$ cat config.mk
export PLATFORM = sky130hd
export DESIGN_NAME = lam_fifo
export DESIGN_NICKNAME = d
export VERILOG_FILES = /design/src/hdl/lam_pkg.sv /design/src/hdl/lam_fifo.sv
export SDC_FILE = /design/constraint.sdc
export NUM_CORES = 1
export LEC_CHECK = 0
export BUFFER_PORTS_ARGS = -buffer_cell sky130_fd_sc_hd__buf_2
export CORE_ASPECT_RATIO = 1.75
export CORE_MARGIN = 1.5
export CORE_UTILIZATION = 35
export CTS_CLUSTER_SIZE = 28
export DETAILED_ROUTE_END_ITERATION = 6
export SYNTH_ARGS = -nofsm -noshare
export SYNTH_HDL_FRONTEND = slang
export SYNTH_SLANG_ARGS = --single-unit
$ cat constraint.sdc
create_clock -name i_clk -period 16.65 [get_ports i_clk]
set_clock_uncertainty 0.15 [all_clocks]
set_input_delay 0.8325 -clock i_clk [delete_from_list [all_inputs] [get_ports i_clk]]
set_output_delay 0.8325 -clock i_clk [all_outputs]
set_load 0.1 [all_outputs]
$ cat src/hdl/lam_pkg.sv
package lam_pkg;

    // one input transaction
    typedef struct packed {
        logic signed [31:0] eye_x;
        logic signed [31:0] eye_y;
        logic signed [31:0] eye_z;
        logic signed [31:0] target_x;
        logic signed [31:0] target_y;
        logic signed [31:0] target_z;
        logic signed [31:0] up_hint_x;
        logic signed [31:0] up_hint_y;
        logic signed [31:0] up_hint_z;
    } t_in_item;

    // one result transaction (one matrix row)
    typedef struct packed {
        logic signed [31:0] elem_first;
        logic signed [31:0] elem_second;
        logic signed [31:0] elem_third;
        logic [1:0]         row_index;
        logic               degenerate;
        logic               last_row;
    } t_out_item;

    // queued job: eye, up hint, exact direction and its zero class
    typedef struct packed {
        logic [2:0][31:0] eye;
        logic [2:0][31:0] up;
        logic [2:0][32:0] dir;
        logic             dir_zero;
    } t_job;

    // normalizer status
    typedef struct packed {
        logic done;
        logic zero;
    } t_norm_sts;

    localparam logic [1:0] ROW_FIRST = 2'd0;
    localparam logic [1:0] ROW_TRANS = 2'd3;

    localparam logic signed [63:0] SAT_MAX = 64'sd2147483647;
    localparam logic signed [63:0] SAT_MIN = -64'sd2147483648;

endpackage

$ cat src/hdl/lam_fifo.sv
module lam_fifo #(
    parameter int DEPTH = 2
) (
    input  logic          i_clk,
    input  logic          i_rst_n,
    input  logic          i_push,
    input  lam_pkg::t_job i_job,
    input  logic          i_pop,
    output lam_pkg::t_job o_job,
    output logic          o_full,
    output logic          o_empty
);

    localparam int PW = (DEPTH > 1) ? $clog2(DEPTH) : 1;
    localparam int CW = $clog2(DEPTH + 1);
    localparam logic [PW-1:0] PTR_LAST = PW'(DEPTH - 1);
    localparam logic [CW-1:0] CNT_FULL = CW'(DEPTH);

    lam_pkg::t_job r_q [DEPTH];
    logic [PW-1:0] r_wp;
    logic [PW-1:0] r_rp;
    logic [CW-1:0] r_cnt;

    assign o_full  = (r_cnt == CNT_FULL);
    assign o_empty = (r_cnt == '0);
    assign o_job   = r_q[r_rp];

    always_ff @(posedge i_clk) begin
        if (!i_rst_n) begin
            r_wp  <= '0;
            r_rp  <= '0;
            r_cnt <= '0;
        end else begin
            if (i_push) begin
                r_wp <= (r_wp == PTR_LAST) ? '0 : r_wp + 1'b1;
            end
            if (i_pop) begin
                r_rp <= (r_rp == PTR_LAST) ? '0 : r_rp + 1'b1;
            end
            priority if (i_push && !i_pop) begin
                r_cnt <= r_cnt + 1'b1;
            end else if (i_pop && !i_push) begin
                r_cnt <= r_cnt - 1'b1;
            end else begin
                r_cnt <= r_cnt;
            end
        end
    end

    always_ff @(posedge i_clk) begin
        if (i_push) begin
            r_q[r_wp] <= i_job;
        end
    end

endmodule

==> results_dict.tcl <==
set metrics [dict create \
    outcome "completed" \
    yosysSeqAreaShare_pct 82.4 \
    cpLargestDelayFamily "buffers and inverters" \
    synth-seq-cells 589 \
    drt-initial-drc-count 467 \
    numPortBuffers 589 \
    wl_per_cell_um 20.5 \
    dp_hpwl_mm 33.8 \
    clk_root_buffer_cell "clkbuf_16" \
    firstDrtPassIters 4 \
    syn_inst 930 \
    cp-end-kind "output port" \
    yosys_most_used_dff "edfxtp_1" \
    syn2layout_area_growth_pct 24.8 \
    hp-class "in -> reg" \
    worstPathMaxFanout 58 \
    worst_setup_path_start_kind "flip-flop" \
    syn_area_per_cell_um2 23.0 \
    ys_types 16 \
    synth_top_area_share_pct 82.0 \
    worstSkewPairLatency_ps 580 \
    hold_violations 0 \
    min_period_ps 4670 \
    die-area_um2 62700 \
    track_usage_pct 14.8 \
    fill_cells 5367 \
    cellPowerDensity_nw_per_um2 139 \
    fin_setup_tns_ps 0 \
    syn_nets 1227 \
    seq_area_um2 17600 \
    clk_path_buf_depth 3 \
    maxSlewViolCount 0 \
    multi_input_area_um2 3410 \
    overflow 0 \
    final-setup-viol-count 0 \
    grt_pass1_vias 11600 \
    fmax_mhz 214 \
    cts_setup_buffers 0 \
    crit_chain "buf_4 > buf_4 > mux2_2 > buf_2" \
    synthArstFlopShare_pct 0 \
    cp_slowest_cell "dfxtp_4" \
    layout_common_cells "buf_2, edfxtp_1, mux2_2" \
    route.detailed.drc 0 \
    path_depth 4 \
    num_rows 119 \
    critPathRequiredTime_ps 15670 \
    die_w_um 190 \
    yosysTopAreaCell "edfxtp_1" \
    place.gp.congestion 0.861 \
    final_common_cell "buf_2" \
    clk_pin_slew_ps 70 \
    critPathMaxStageDelay_ps 850 \
    cap_violations 0 \
    synth_area_um2 21400 \
    path_buf_inv 3 \
    path_class "reg -> out" \
    drive_above_1_share_pct 60.7 \
    cp_common_cell "buf_4" \
    coreArea_um2 60300 \
    cts_buffers 50 \
    synth_edf_count 584 \
    ys_top_cells_by_area "edfxtp_1, mux2_2, buf_6, dfxtp_1, and2_1" \
    antenna_found_initial 15 \
    leakage_nw 9.83 \
    final_antenna_net_count 0 \
    grt_max_degree 151 \
    fin_crit_sh_pct 28.1 \
    nets 1847 \
    htree_levels 2 \
    start_util_pct 35.5 \
    cts_resized 0 \
    stdcell_count 2379 \
    yosysWarnings 0 \
    pin_count 590 \
    tightestPinTransition_ps 1120 \
    slew_headroom_pct 25.3 \
    clock_sinks 589 \
    rsz0062_at_grt "no" \
    dp.cells 2284 \
    num_vias 11000 \
    drt-vias-per-instance 4.61 \
    min_path_cells 1 \
    cts_hold_buf 0 \
    vdd_drop_max_mv 0.139 \
    worstPathArrival_ps 3690 \
    die_h_um 330 \
    drt-total-wl_mm 48.8 \
    rr_worst_depth 4 \
    cts_tree "done" \
    grt_pass1_wl_mm 68.8 \
]
-- registers in the layout, indices dropped and copies added (netlist names), named ones only --
register  flops
r_rp          1
r_wp          1
r_q         584
r_cnt         2
-- final cells by class --
type | instances | area share (%)
Clock buffer | 66 | 5.15
Inverter | 1 | 0.0141
Antenna cell | 6 | 0.0562
Timing Repair Buffer | 600 | 11.4
Multi-Input combinational cell | 308 | 12.8
Clock inverter | 23 | 0.895
Sequential cell | 589 | 66.0
Tap cell | 786 | 3.68
-- where the power goes --
| part | leakage [nW] | total (W) | switching (W) | internal [W] |
|---|---|---|---|---|
| logic | 3.53 | 0.000827 | 0.000678 | 0.000149 |
| registers | 5.52 | 0.00174 | 0.0000231 | 0.00172 |
| clock network | 0.782 | 0.00116 | 0.000502 | 0.000657 |
-- path summary, 6_finish.rpt --
| path | from | endpoint | slack, ps |
|---|---|---|---|
| max | flip-flop | o_job[146] | 11980 |
| min | i_job[150] | r_q[0][150] | 280 |
| max reg2reg | r_wp | r_q[1][133] | 12680 |
| min reg2reg | r_cnt[1] | r_cnt[1] | 410 |
-- kinds of logic (layout without fill, tap and decap cells) --
kind of cell / count (synthesis) / count (layout) / share of synthesized area (%)
other: 0 / 6 / 0
AND/OR/NAND/NOR: 9 / 9 / 0.251
multiplexers: 292 / 292 / 15.4
flip-flops: 589 / 589 / 82.4
XOR/XNOR: 3 / 3 / 0.123
adder cells (fa/ha/maj): 1 / 1 / 0.0585
AO/OA/AOI/OAI: 3 / 3 / 0.0936
buffers and inverters: 33 / 690 / 1.67
-- metal layers --
metal | share of wire [%] | wire length [µm] | track usage [%] | vias to the layer above
met1 | 33 | 16300 | 14.5 | 5387
met4 | 3.9 | 1890 | 6.76 | 14
met3 | 9.2 | 4490 | 5.40 | 108
met5 | 0.16 | 80 | 0 | -
li1 | - | - | - | 4965
met2 | 53 | 26000 | 27.3 | 499
-- per-stage QoR --
step           setup slack, ps  hold WS, ps  cell area, µm²  utilization, %  total power, W
2_1_floorplan             2030          323           21400               -         0.00249
3_3_place_gp             12090          336           25100            41.6         0.00260
3_5_place_dp             12070          398           25100            41.6         0.00260
4_1_cts                  11860          215           26700            44.3         0.00378
5_1_grt                  11720          230           26700            44.3         0.00384
6_report                 11980          277           26700            44.3         0.00373
-- synthesized netlist by cell type (all sizes together), types with 2 or more instances --
master,count
buf,32
edfxtp,584
and2,4
mux2,292
nor2b,3
dfxtp,5
xor2,2
Power figures use the tool's default switching activity.
