===== src/hdl/lam_pkg.sv =====
package lam_pkg;

    // one input transaction
    typedef struct packed {
        logic signed [31:0] eye_x;
        logic signed [31:0] eye_y;
        logic signed [31:0] eye_z;
        logic signed [31:0] target_x;
        logic signed [31:0] target_y;
        logic signed [31:0] target_z;
        logic signed [31:0] up_hint_x;
        logic signed [31:0] up_hint_y;
        logic signed [31:0] up_hint_z;
    } t_in_item;

    // one result transaction (one matrix row)
    typedef struct packed {
        logic signed [31:0] elem_first;
        logic signed [31:0] elem_second;
        logic signed [31:0] elem_third;
        logic [1:0]         row_index;
        logic               degenerate;
        logic               last_row;
    } t_out_item;

    // queued job: eye, up hint, exact direction and its zero class
    typedef struct packed {
        logic [2:0][31:0] eye;
        logic [2:0][31:0] up;
        logic [2:0][32:0] dir;
        logic             dir_zero;
    } t_job;

    // normalizer status
    typedef struct packed {
        logic done;
        logic zero;
    } t_norm_sts;

    localparam logic [1:0] ROW_FIRST = 2'd0;
    localparam logic [1:0] ROW_TRANS = 2'd3;

    localparam logic signed [63:0] SAT_MAX = 64'sd2147483647;
    localparam logic signed [63:0] SAT_MIN = -64'sd2147483648;

endpackage


===== src/hdl/lam_front.sv =====
module lam_front (
    input  logic              i_clk,
    input  logic              i_rst_n,
    input  logic              i_start,
    output logic              o_busy,
    input  lam_pkg::t_in_item i_item,
    input  logic              i_full,
    output logic              o_push,
    output lam_pkg::t_job     o_job
);

    logic          r_vld;
    lam_pkg::t_job r_job;
    lam_pkg::t_job n_job;
    logic          accept;

    // exact 33-bit direction, zero direction flagged for the fast path
    always_comb begin
        n_job          = r_job;
        n_job.eye[0]   = i_item.eye_x;
        n_job.eye[1]   = i_item.eye_y;
        n_job.eye[2]   = i_item.eye_z;
        n_job.up[0]    = i_item.up_hint_x;
        n_job.up[1]    = i_item.up_hint_y;
        n_job.up[2]    = i_item.up_hint_z;
        n_job.dir[0]   = {i_item.target_x[31], i_item.target_x}
                       - {i_item.eye_x[31], i_item.eye_x};
        n_job.dir[1]   = {i_item.target_y[31], i_item.target_y}
                       - {i_item.eye_y[31], i_item.eye_y};
        n_job.dir[2]   = {i_item.target_z[31], i_item.target_z}
                       - {i_item.eye_z[31], i_item.eye_z};
        n_job.dir_zero = (i_item.target_x == i_item.eye_x)
                       && (i_item.target_y == i_item.eye_y)
                       && (i_item.target_z == i_item.eye_z);
    end

    assign o_push = r_vld & ~i_full;
    assign o_busy = r_vld & i_full;
    assign accept = i_start & ~o_busy;
    assign o_job  = r_job;

    always_ff @(posedge i_clk) begin
        if (!i_rst_n) begin
            r_vld <= 1'b0;
        end else begin
            r_vld <= accept | (r_vld & ~o_push);
        end
    end

    always_ff @(posedge i_clk) begin
        if (accept) begin
            r_job <= n_job;
        end
    end

endmodule


===== config.mk =====
export PLATFORM = sky130hd
export DESIGN_NAME = lam_front
export DESIGN_NICKNAME = d
export VERILOG_FILES = /design/src/hdl/lam_pkg.sv /design/src/hdl/lam_front.sv
export SDC_FILE = /design/constraint.sdc
export NUM_CORES = 1
export LEC_CHECK = 0
export ABC_AREA = 1
export BUFFER_PORTS_ARGS = -buffer_cell sky130_fd_sc_hd__buf_2
export CELL_PAD_IN_SITES_DETAIL_PLACEMENT = 1
export CELL_PAD_IN_SITES_GLOBAL_PLACEMENT = 1
export CORE_AREA = 10 10 222 224
export DETAILED_ROUTE_END_ITERATION = 8
export DIE_AREA = 0 0 232 234
export HOLD_SLACK_MARGIN = 0.02
export PLACE_DENSITY_LB_ADDON = 0.1
export SLEW_MARGIN = 20
export SYNTH_ARGS = -nofsm -noshare
export SYNTH_HDL_FRONTEND = slang
export SYNTH_SLANG_ARGS = --single-unit
export TNS_END_PERCENT = 20

===== constraint.sdc =====
create_clock -name i_clk -period 39.5 [get_ports i_clk]
set_input_delay 1.975 -clock i_clk [delete_from_list [all_inputs] [get_ports i_clk]]
set_output_delay 1.975 -clock i_clk [all_outputs]
set_load 0.01 [all_outputs]

==> results <==
- During synthesis, Yosys emitted a total of 0 warnings.
- The first global-routing pass estimated 94300 um of wire.
- The detailed-route vias per instance is 4.61.
- The later pin in the worst-skew pair is clocked with a latency of 0.55 ns.
- The count of final hold-check violations is 0.
- Data on the critical path is required at its endpoint by 37.52 ns.
- The number of setup buffers added after CTS is 0.
- The count of hold buffers inserted by post-cts repair is 0.
- The HPWL after detailed placement is 54500 um.
- The normalized max-slew margin is 34.9%.
- The share of the cycle needed by the critical path after routing is 11.1%.
- Counting every net in the synthesized netlist gives 2375.
- The power per standard cell area is 42.0 nW/um2.
- The number of buffers on the longest clock path is 3.
- The sum of negative setup slack is 0 ns.
- By area the synthesized netlist is led by edfxtp_1 (53%), nand2_1 (16%), inv_1 (11%).
- The pin count of the biggest net entering global routing is 134.
- At the end of routability-driven placement, the weighted congestion stood at 0.901.
- For this configuration, the core starts out at a cell density of 37.2%.
- TritonCTS built the clock tree.
- The layout has 5602 filler cells.
- The synthesis-stage register bit count is 293.
- The worst setup path is of the in2out kind.
- The area of the placeable core is 44900 um2.
- The final routed DRC violation total is 0.
- The number of maximum-capacitance constraint violations is 0.
- Global routing used 22.8% of the available tracks.
- The CTS sink count is 293.
- Across all layers, the routed design uses 14900 vias.
- The initial detailed-routing violation count is 811.
- For this design the static power due to leakage is 0.0118 uW.
- The total overflow left after global routing is 0.
- The floorplan die area is 54300 um2.
- The via count of the first global-routing pass is 15600.
- The number of top-level pins is 586.
- The clock arrives with 0.0110 ns of skew.
- Gates resized during post-CTS repair numbered 0.
- The number of buffers created by CTS is 36.
- For this run, the detailed router's first-pass iteration total came to 5.
- On the final layout, the worst hold slack is 0.497 ns.
- Setup violations remaining at the end of the flow were counted as 0.
- The net count of the finished layout is 3000.
- Of all cell types, the one taking the most synthesized area is edfxtp_1.
- The top flip-flop cell by instance count after synthesis is edfxtp_1.
- The layout cell share with drive strength beyond 1 is 26.3%.
- The clock tree synthesis step divided the H-tree into 2 levels.
- Counting instances in the post-synthesis netlist gives the leading cell types as nand2_1 (727), inv_1 (477), edfxtp_1 (292).
- Setup repair after global routing left no endpoint under its margin.
- The most congested layer reported by global routing is met2.
- Row generation in the floorplan step produced 78 rows.
- The proportion of synthesized flip-flops having asynchronous set or reset is 0%.
- The shortest clock period the worst path allows after layout is 4.38 ns.
- The synthesized cell area is 16700 um2.
- The average routed wire per standard cell is 19.8 um.
- The aggregate routed wire length is 64200 um.
- The netlist uses 26 different library cells.
- Compared with the post-synthesis result, the final layout area differs by 29.3%.
- The met2 track demand over resource in global routing is 40.9%.
- The run finished with clean final reports.
- The critical-path maximum fanout is 2.
- The post-route antenna net violation count is 0.
- The data arrival time of the critical path is 2.41 ns.
- Of the post-synthesis cell area, the dominant cell type holds 52.6%.
- At the pin with the least slew margin, the transition time is 0.977 ns.
- The overall die width is 232 um.
- The root buffer cell chosen for the clock tree is clkbuf_16.
- The synthesized design contains 292 enable-type register cells.
- STA classifies the critical path startpoint as an input port.
- The met1 track demand over resource is 26.4%.
- The worst setup path is captured at an output port.
- In this run the tool buffered the top-level ports with 585 buffer cells.
- After synthesis, the mean cell area works out to 8.41 um2.
- Clock-pin slew was measured on the worst setup and hold paths at 0.06 ns.
- The number of pins exceeding their max-slew limit in the final report is 0.
- VDD sags by at most 0.0343 mV.
- The most frequently used cell type in the post-synthesis netlist is nand2_1.
- Of the synthesized area, sequential elements account for 52.7%.
- Global routing consumed, on the met3 layer, 6.01% of the routing resources.
- The path type of the worst min-delay path is reg2reg.
- The maximum clock frequency is 228 MHz.
- The initial antenna violation count is 8.
- The post-synthesis instance total is 1984.
- In this run the vertical extent of the chip is 234 um.
==> flip-flops by register name, summed over array words and instances (netlist names) <==
name and flops:
o_job 292, r_vld 1
==> critical path: stages <==
cell and delay (ns):
buf_2 0.09, nand2_1 0.06, inv_1 0.11, buf_2 0.18
==> through the flow <==
| step | utilization, % | area, um2 | worst slack, ns | instances | total power [uW] |
|---|---|---|---|---|---|
| after global routing | 48.1 | 21600 | 35.07 | 3240 | 953 |
| after global placement | 45.4 | 20400 | 34.87 | 3171 | 576 |
| after CTS | 48.0 | 21600 | 35.12 | 3236 | 918 |
| after floorplan | - | 16700 | 24.34 | 1984 | 503 |
| final | 48.1 | 21600 | 35.12 | 3241 | 906 |
| after detailed placement | 45.4 | 20400 | 34.79 | 3171 | 581 |
==> cells in the final DEF (no fill, tap or decap), drive strengths merged, types with 4 or more instances in the layout <==
| master | count |
|---|---|
| nand2 | 764 |
| a21oi | 61 |
| edfxtp | 292 |
| nor2 | 129 |
| nor3 | 7 |
| xor2 | 37 |
| ha | 96 |
| clkinv | 11 |
| nand4 | 13 |
| buf | 588 |
| and2 | 6 |
| xnor2 | 8 |
| inv | 479 |
| or2 | 5 |
| clkbuf | 45 |
| bufinv | 4 |
| diode | 5 |
| nand3 | 76 |
==> path summary, 6_finish.rpt <==
check               from   endpoint  slack, ns  cells past startpoint
hold reg to reg    r_vld      r_vld       0.50                      2
hold / removal     r_vld      r_vld       0.50                      2
setup / recovery  i_full     o_busy      35.12                      4
setup reg to reg   r_vld  o_job[12]      36.51                      5
==> report_power, final <==
| part | switching, uW | internal, uW |
|---|---|---|
| clock network | 136 | 196 |
| registers | 7.23 | 376 |
| logic | 125 | 65.5 |
==> per-layer routing <==
| metal | share of wire, % | routed length (um) |
|---|---|---|
| met5 | 0.033 | 21 |
| met4 | 2.1 | 1340 |
| met3 | 6.7 | 4310 |
| met2 | 51 | 32800 |
| met1 | 40 | 25800 |
==> logic make-up (layout without fill, tap and decap cells) <==
group	Yosys count	count (layout)	share of synthesized area, %
simple gates	1001	1001	24.4
buf+inv	478	1130	10.8
flops	293	293	52.7
fa+ha+maj	99	99	7.56
compound gates	68	68	2.17
xor+xnor	45	45	2.36
other cells	0	5	0
==> final cells by class <==
| type | count | area, um2 | area share (%) |
|---|---|---|---|
| Antenna cell | 5 | 12.5 | 0.0580 |
| Clock buffer | 45 | 935 | 4.33 |
| Clock inverter | 20 | 234 | 1.08 |
| Inverter | 477 | 1790 | 8.30 |
| Multi-Input combinational cell | 1213 | 6100 | 28.3 |
| Sequential cell | 293 | 8790 | 40.7 |
| Tap cell | 600 | 751 | 3.48 |
| Timing Repair Buffer | 588 | 2960 | 13.7 |
(Power assumes the default switching activity.)
