--- src/hdl/lam_pkg.sv ---
package lam_pkg;

    // one input transaction
    typedef struct packed {
        logic signed [31:0] eye_x;
        logic signed [31:0] eye_y;
        logic signed [31:0] eye_z;
        logic signed [31:0] target_x;
        logic signed [31:0] target_y;
        logic signed [31:0] target_z;
        logic signed [31:0] up_hint_x;
        logic signed [31:0] up_hint_y;
        logic signed [31:0] up_hint_z;
    } t_in_item;

    // one result transaction (one matrix row)
    typedef struct packed {
        logic signed [31:0] elem_first;
        logic signed [31:0] elem_second;
        logic signed [31:0] elem_third;
        logic [1:0]         row_index;
        logic               degenerate;
        logic               last_row;
    } t_out_item;

    // queued job: eye, up hint, exact direction and its zero class
    typedef struct packed {
        logic [2:0][31:0] eye;
        logic [2:0][31:0] up;
        logic [2:0][32:0] dir;
        logic             dir_zero;
    } t_job;

    // normalizer status
    typedef struct packed {
        logic done;
        logic zero;
    } t_norm_sts;

    localparam logic [1:0] ROW_FIRST = 2'd0;
    localparam logic [1:0] ROW_TRANS = 2'd3;

    localparam logic signed [63:0] SAT_MAX = 64'sd2147483647;
    localparam logic signed [63:0] SAT_MIN = -64'sd2147483648;

endpackage

--- src/hdl/lam_norm.sv ---
module lam_norm #(
    parameter int FRAC_BITS = 16
) (
    input  logic                          i_clk,
    input  logic                          i_rst_n,
    input  logic                          i_start,
    input  logic [2:0][63:0]              i_v,
    output lam_pkg::t_norm_sts            o_sts,
    output logic [2:0][FRAC_BITS+1:0]     o_q
);

    localparam int QB  = FRAC_BITS + 2;
    localparam int BCW = $clog2(QB);

    typedef enum logic [2:0] {
        S_IDLE, S_MAX, S_SCALE, S_SQ, S_SQRT, S_DLD, S_DIV, S_DONE
    } t_state;

    t_state            r_state;
    logic [62:0]       r_m [3];
    logic [2:0]        r_neg;
    logic [62:0]       r_mx;
    logic [1:0]        r_cnt;
    logic [59:0]       r_prod;
    logic [63:0]       r_n;
    logic [63:0]       r_res;
    logic [4:0]        r_j;
    logic [63:0]       r_rem;
    logic [63:0]       r_dsh;
    logic [QB-1:0]     r_qt;
    logic [BCW-1:0]    r_bc;
    logic [1:0]        r_ci;
    logic              r_zero;
    logic [2:0][QB-1:0] r_q;

    logic [62:0] mag [3];
    logic [62:0] mx01;
    logic [62:0] mx;
    logic [29:0] sq_op;
    logic [62:0] m_ci;
    logic        neg_ci;
    logic [63:0] bitv;
    logic [63:0] trial;
    logic [63:0] num;
    logic        ge;
    logic [QB-1:0] qnext;

    always_comb begin
        for (int i = 0; i < 3; i++) begin
            mag[i] = i_v[i][63] ? 63'(64'd0 - i_v[i]) : i_v[i][62:0];
        end
        mx01 = (r_m[0] > r_m[1]) ? r_m[0] : r_m[1];
        mx   = (mx01 > r_m[2]) ? mx01 : r_m[2];

        unique case (r_cnt)
            2'd0:    sq_op = r_m[0][29:0];
            2'd1:    sq_op = r_m[1][29:0];
            2'd2:    sq_op = r_m[2][29:0];
            default: sq_op = '0;
        endcase

        unique case (r_ci)
            2'd0:    begin m_ci = r_m[0]; neg_ci = r_neg[0]; end
            2'd1:    begin m_ci = r_m[1]; neg_ci = r_neg[1]; end
            2'd2:    begin m_ci = r_m[2]; neg_ci = r_neg[2]; end
            default: begin m_ci = '0;     neg_ci = 1'b0;     end
        endcase

        bitv  = 64'd1 << {r_j, 1'b0};
        trial = r_res + bitv;
        num   = (64'(m_ci) << FRAC_BITS) + (r_res >> 1);
        ge    = (r_rem >= r_dsh);
        qnext = {r_qt[QB-2:0], ge};
    end

    assign o_sts.done = (r_state == S_DONE);
    assign o_sts.zero = r_zero;
    assign o_q        = r_q;

    always_ff @(posedge i_clk) begin
        if (!i_rst_n) begin
            r_state <= S_IDLE;
        end else begin
            unique case (r_state)
                S_IDLE: begin
                    if (i_start) begin
                        for (int i = 0; i < 3; i++) begin
                            r_m[i]   <= mag[i];
                            r_neg[i] <= i_v[i][63];
                        end
                        r_state <= S_MAX;
                    end
                end
                S_MAX: begin
                    r_mx <= mx;
                    if (mx == '0) begin
                        r_zero  <= 1'b1;
                        r_state <= S_DONE;
                    end else begin
                        r_zero  <= 1'b0;
                        r_state <= S_SCALE;
                    end
                end
                S_SCALE: begin
                    // bring the largest magnitude into [2^29, 2^30), one bit a cycle
                    priority if (r_mx[62:29] == '0) begin
                        r_mx <= r_mx << 1;
                        for (int i = 0; i < 3; i++) r_m[i] <= r_m[i] << 1;
                    end else if (r_mx[62:30] != '0) begin
                        r_mx <= r_mx >> 1;
                        for (int i = 0; i < 3; i++) r_m[i] <= r_m[i] >> 1;
                    end else begin
                        r_cnt   <= '0;
                        r_n     <= '0;
                        r_state <= S_SQ;
                    end
                end
                S_SQ: begin
                    r_prod <= sq_op * sq_op;
                    if (r_cnt != '0) begin
                        r_n <= r_n + 64'(r_prod);
                    end
                    if (r_cnt == 2'd3) begin
                        r_res   <= '0;
                        r_j     <= 5'd31;
                        r_state <= S_SQRT;
                    end else begin
                        r_cnt <= r_cnt + 1'b1;
                    end
                end
                S_SQRT: begin
                    if (r_n >= trial) begin
                        r_n   <= r_n - trial;
                        r_res <= (r_res >> 1) + bitv;
                    end else begin
                        r_res <= r_res >> 1;
                    end
                    if (r_j == '0) begin
                        r_ci    <= '0;
                        r_state <= S_DLD;
                    end else begin
                        r_j <= r_j - 1'b1;
                    end
                end
                S_DLD: begin
                    r_rem   <= num;
                    r_dsh   <= r_res << (QB - 1);
                    r_qt    <= '0;
                    r_bc    <= BCW'(QB - 1);
                    r_state <= S_DIV;
                end
                S_DIV: begin
                    if (ge) begin
                        r_rem <= r_rem - r_dsh;
                    end
                    r_qt  <= qnext;
                    r_dsh <= r_dsh >> 1;
                    if (r_bc == '0) begin
                        for (int i = 0; i < 3; i++) begin
                            if (r_ci == 2'(i)) begin
                                r_q[i] <= neg_ci ? (QB'(0) - qnext) : qnext;
                            end
                        end
                        if (r_ci == 2'd2) begin
                            r_state <= S_DONE;
                        end else begin
                            r_ci    <= r_ci + 1'b1;
                            r_state <= S_DLD;
                        end
                    end else begin
                        r_bc <= r_bc - 1'b1;
                    end
                end
                S_DONE: begin
                    r_state <= S_IDLE;
                end
            endcase
        end
    end

endmodule

--- config.mk ---
export PLATFORM = sky130hd
export DESIGN_NAME = lam_norm
export DESIGN_NICKNAME = d
export VERILOG_FILES = /design/src/hdl/lam_pkg.sv /design/src/hdl/lam_norm.sv
export SDC_FILE = /design/constraint.sdc
export NUM_CORES = 2
export LEC_CHECK = 0
export BUFFER_PORTS_ARGS = -buffer_cell sky130_fd_sc_hd__buf_2
export CAP_MARGIN = 20
export CORE_ASPECT_RATIO = 1.75
export CORE_MARGIN = 4
export CORE_UTILIZATION = 37
export DETAILED_ROUTE_END_ITERATION = 8
export PLACE_DENSITY = 0.59
export SYNTH_ARGS = -nofsm -noshare
export SYNTH_HDL_FRONTEND = slang
export SYNTH_SLANG_ARGS = --single-unit
--- constraint.sdc ---
create_clock -name i_clk -period 22.3 [get_ports i_clk]
set_input_delay 1.115 -clock i_clk [delete_from_list [all_inputs] [get_ports i_clk]]
set_output_delay 1.115 -clock i_clk [all_outputs]
set_load 0.02 [all_outputs]
==> results.md <==
* CTS Root Buffer Type: sky130_fd_sc_hd__clkbuf_16
* Avg Synthesized Cell Area at 8.82 sq um
* Maximum level of the CTS H-tree at 3
* EDFF count, synth at about 660
* Die outline height at 622 um
* Total count of max-transition violations in the final report at 0
* CTS clock-pin slew for the worst setup and hold paths at 70 ps
* Number of buffers inserted during clock tree synthesis at 70
* Post-Place Worst Slack at between 10000 and 15000 ps
* Via count of the first global-routing pass at 71021
* Leading cell type in the layout, fill and taps excluded: sky130_fd_sc_hd__inv_1
* Post-detailed-route count of antenna-violating nets at 0
* Share of post-route cells with drive strength above 1 at 6.97%
* Tightest Pin Transition at 1250 ps
* Final number of hold-violating endpoints at 0
* Total global routing track utilization at 25.5%
* Horizontal extent of the die at 359 um
* Slack of the critical path at 10230 ps
* Pin count of the biggest net entering global routing at about 300
* Clock latency on the worst-skew pair at 690 ps
* Remaining Overflow, GRT at 0
* Setup total negative slack at 0 ps
* Category of the worst setup path capture point: register
* Cell count after synthesis at about 9000
* First-pass GRT wire length at between 400000 and 500000 um
* Met3 Wirelength at between 15000 and 20000 um
* Part of the Yosys area used for sequential elements at between 20 and 25%
* Maximum resistive drop on vdd at 0.459 mV
* Initial Util at 37.2%
* Postcts setup bufs at 0
* Critical path class: register to register
* Die Footprint at 223000 sq um
* Cell mode on critical path: sky130_fd_sc_hd__fa_1
* Wl on met1 at ~100000 um
* Proportion of synthesized flip-flops having asynchronous set or reset at 0%
* Residual DRC count at 1
* Setup repair after global routing missed its margin: false
* Number of resized instances in the post-cts repair step at 0
* WL per Instance at 24.5 um
* Time the worst path needs with I/O delays and setup at 12070 ps
* Yosys warns at 0
* Part of the cycle the worst path needs at 54.1%
* Final setup skew at 84.2 ps
* Number of endpoints failing setup at the final stage at 0
* Slowest-stage cell, CP: sky130_fd_sc_hd__a22oi_1
* Synthesized cell area at 79700 sq um
* Antenna violations before repair at 15
* Met2 WL post-DR at approximately 150000 um
* Net count after synthesis at around 11000
* Sinks on Clock Net at about 660
* I/O Pins at ~250
* TritonCTS clock tree: yes
* Delay of the slowest critical-path stage at 810 ps
* Kind of start point of the critical path: register
* Routed vias/inst at 5.68
* Number of standard-cell rows in the floorplan at 225
* Vias at about 68000
* Relative slew slack at 16.7%
* Total iterations of the first detailed-routing run at 9
* Core area at 215000 sq um
* Most used cells in the layout excluding fill and tap cells: sky130_fd_sc_hd__inv_1, sky130_fd_sc_hd__nand2_1, sky130_fd_sc_hd__nor2_1
* Top routing layer in use: met5
* RD Place Congestion at 1.05
* Hold buffers post-CTS at 0
* Leakage at approximately 38 nW
* Routed wire length at 294000 um
* Half-perimeter wire length after detailed placement at 238000 um
* Commonest register cell after synthesis: sky130_fd_sc_hd__edfxtp_1
* Worst-path fanout max at 31
* Violations in the final reports: design-rule violations
* Clock Path Buffers at 3
* Maximum operating frequency at 82.9 MHz
* DR iter-0 viols at 5745
* Final nets at 10692
* Count of port buffers added during placement at 250
* Data required, critical path at 22720 ps
* Arrival time of data at the critical path endpoint at 12490 ps
* Post-synthesis sequential element count at 659
* Count of different cell masters after synthesis at 89
* Area growth, synth to finish at 8.75%
* Worst hold slack at roughly 550 ps
* Total of max-cap violations at 0
* Run status: finished, violations left
* Power per unit of standard cell area at 176 nW/um^2
* Worst min path class: register to register
routing by layer:
| layer | up-vias | track usage (%) |
|---|---|---|
| met5 | - | 0 |
| met4 | 4 | 18.0 |
| met3 | 952 | 3.01 |
| met2 | 2633 | 47.2 |
| met1 | 33412 | 26.5 |
| li1 | 31132 | - |
flip-flops by register name, summed over array words and instances, names as in the netlist:
name	flops
r_neg	3
r_ci	2
r_j	5
o_q	54
r_cnt	2
r_state	3
r_rem	64
r_n	64
r_prod	59
r_m	189
r_bc	5
r_qt	17
r_zero	1
r_res	64
r_mx	63
r_dsh	64
report_power, final:
part | switching (W) | internal (W)
combinational | 0.00705 | 0.00455
sequential | 0.000290 | 0.00207
clock | 0.000585 | 0.000687
total | 0.00793 | 0.00731
synthesized netlist by cell type (7+ instances only):
| library cell | n | area [sq um] |
|---|---|---|
| sky130_fd_sc_hd__a211o_1 | 10 | 87.6 |
| sky130_fd_sc_hd__a211oi_1 | 71 | 533 |
| sky130_fd_sc_hd__a21boi_0 | 13 | 97.6 |
| sky130_fd_sc_hd__a21o_1 | 220 | 1650 |
| sky130_fd_sc_hd__a21oi_1 | 582 | 2910 |
| sky130_fd_sc_hd__a221o_1 | 10 | 100 |
| sky130_fd_sc_hd__a221oi_1 | 16 | 140 |
| sky130_fd_sc_hd__a222oi_1 | 55 | 551 |
| sky130_fd_sc_hd__a22oi_1 | 23 | 173 |
| sky130_fd_sc_hd__a31o_2 | 18 | 158 |
| sky130_fd_sc_hd__a31oi_1 | 95 | 594 |
| sky130_fd_sc_hd__a41oi_1 | 8 | 70.1 |
| sky130_fd_sc_hd__and2_1 | 51 | 319 |
| sky130_fd_sc_hd__and3_1 | 65 | 407 |
| sky130_fd_sc_hd__and4_1 | 10 | 87.6 |
| sky130_fd_sc_hd__buf_1 | 15 | 56.3 |
| sky130_fd_sc_hd__clkbuf_1 | 350 | 1310 |
| sky130_fd_sc_hd__edfxtp_1 | 656 | 19700 |
| sky130_fd_sc_hd__fa_1 | 698 | 14000 |
| sky130_fd_sc_hd__ha_1 | 696 | 8710 |
| sky130_fd_sc_hd__inv_1 | 1203 | 4520 |
| sky130_fd_sc_hd__mux2_2 | 54 | 608 |
| sky130_fd_sc_hd__mux2i_1 | 76 | 761 |
| sky130_fd_sc_hd__nand2_1 | 924 | 3470 |
| sky130_fd_sc_hd__nand2b_1 | 114 | 713 |
| sky130_fd_sc_hd__nand3_1 | 102 | 510 |
| sky130_fd_sc_hd__nand4_1 | 93 | 582 |
| sky130_fd_sc_hd__nor2_1 | 798 | 3000 |
| sky130_fd_sc_hd__nor2b_1 | 79 | 494 |
| sky130_fd_sc_hd__nor3_1 | 71 | 355 |
| sky130_fd_sc_hd__nor4_1 | 56 | 350 |
| sky130_fd_sc_hd__o211ai_1 | 32 | 240 |
| sky130_fd_sc_hd__o21a_1 | 38 | 285 |
| sky130_fd_sc_hd__o21ai_0 | 636 | 3180 |
| sky130_fd_sc_hd__o21ai_1 | 8 | 40.0 |
| sky130_fd_sc_hd__o21bai_1 | 71 | 533 |
| sky130_fd_sc_hd__o22ai_1 | 57 | 357 |
| sky130_fd_sc_hd__o31a_1 | 7 | 61.3 |
| sky130_fd_sc_hd__o31ai_1 | 83 | 623 |
| sky130_fd_sc_hd__o41ai_1 | 28 | 245 |
| sky130_fd_sc_hd__or2_2 | 31 | 194 |
| sky130_fd_sc_hd__or3_1 | 70 | 438 |
| sky130_fd_sc_hd__or4_1 | 28 | 210 |
| sky130_fd_sc_hd__xnor2_1 | 234 | 2050 |
| sky130_fd_sc_hd__xor2_1 | 364 | 3190 |
path summary, 6_finish.rpt:
path                 start         end  slack [ps]  cells after the start
setup / recovery  r_cnt[0]  r_prod[56]       10230                     36
hold / removal    r_mx[38]    r_mx[37]         550                      2
setup reg to reg  r_cnt[0]  r_prod[56]       10230                     36
hold reg to reg   r_mx[38]    r_mx[37]         550                      2
cell families (layout without fill, tap and decap cells):
| group | count (synthesis) | in the layout | synth area share (%) |
|---|---|---|---|
| other | 0 | 9 | 0 |
| XOR/XNOR | 598 | 598 | 6.57 |
| multiplexers | 130 | 130 | 1.72 |
| adder cells (fa/ha/maj) | 1394 | 1394 | 28.5 |
| AND/OR/NAND/NOR | 2524 | 2524 | 14.3 |
| flip-flops | 659 | 659 | 24.8 |
| AO/OA/AOI/OAI | 2147 | 2147 | 16.7 |
| buffers and inverters | 1581 | 1706 | 7.47 |
metrics by stage:
| step | instances | total power (W) | utilization, % | area, sq um |
|---|---|---|---|---|
| finish | 12004 | 0.0152 | 40.4 | 86700 |
| global route | 11998 | 0.0165 | 40.4 | 86700 |
| CTS | 11991 | 0.0151 | 40.4 | 86600 |
| detailed placement | 11864 | 0.0138 | 39.2 | 84100 |
| global placement | 11862 | 0.0136 | 39.2 | 84100 |
| floorplan | 9033 | 0.0101 | - | 79700 |
worst max-delay path, delay by kind of cell (launching register included):
kind | cells | cell delay (ps)
AO/OA/AOI/OAI | 8 | 2710
adder cells (fa/ha/maj) | 10 | 4410
buffers and inverters | 9 | 1450
flip-flops | 1 | 400
AND/OR/NAND/NOR | 9 | 2760
layout make-up:
| type | count | area, sq um |
|---|---|---|
| fill | 21560 | 128000 |
| clock buffer | 75 | 1770 |
| tap | 2837 | 3550 |
| antenna | 9 | 22.5 |
| timing repair buffer | 372 | 2270 |
| multi-input combinational | 6793 | 54100 |
| sequential | 659 | 19800 |
| inverter | 1207 | 4530 |
| clock inverter | 52 | 653 |
(Power assumes the default switching activity.)
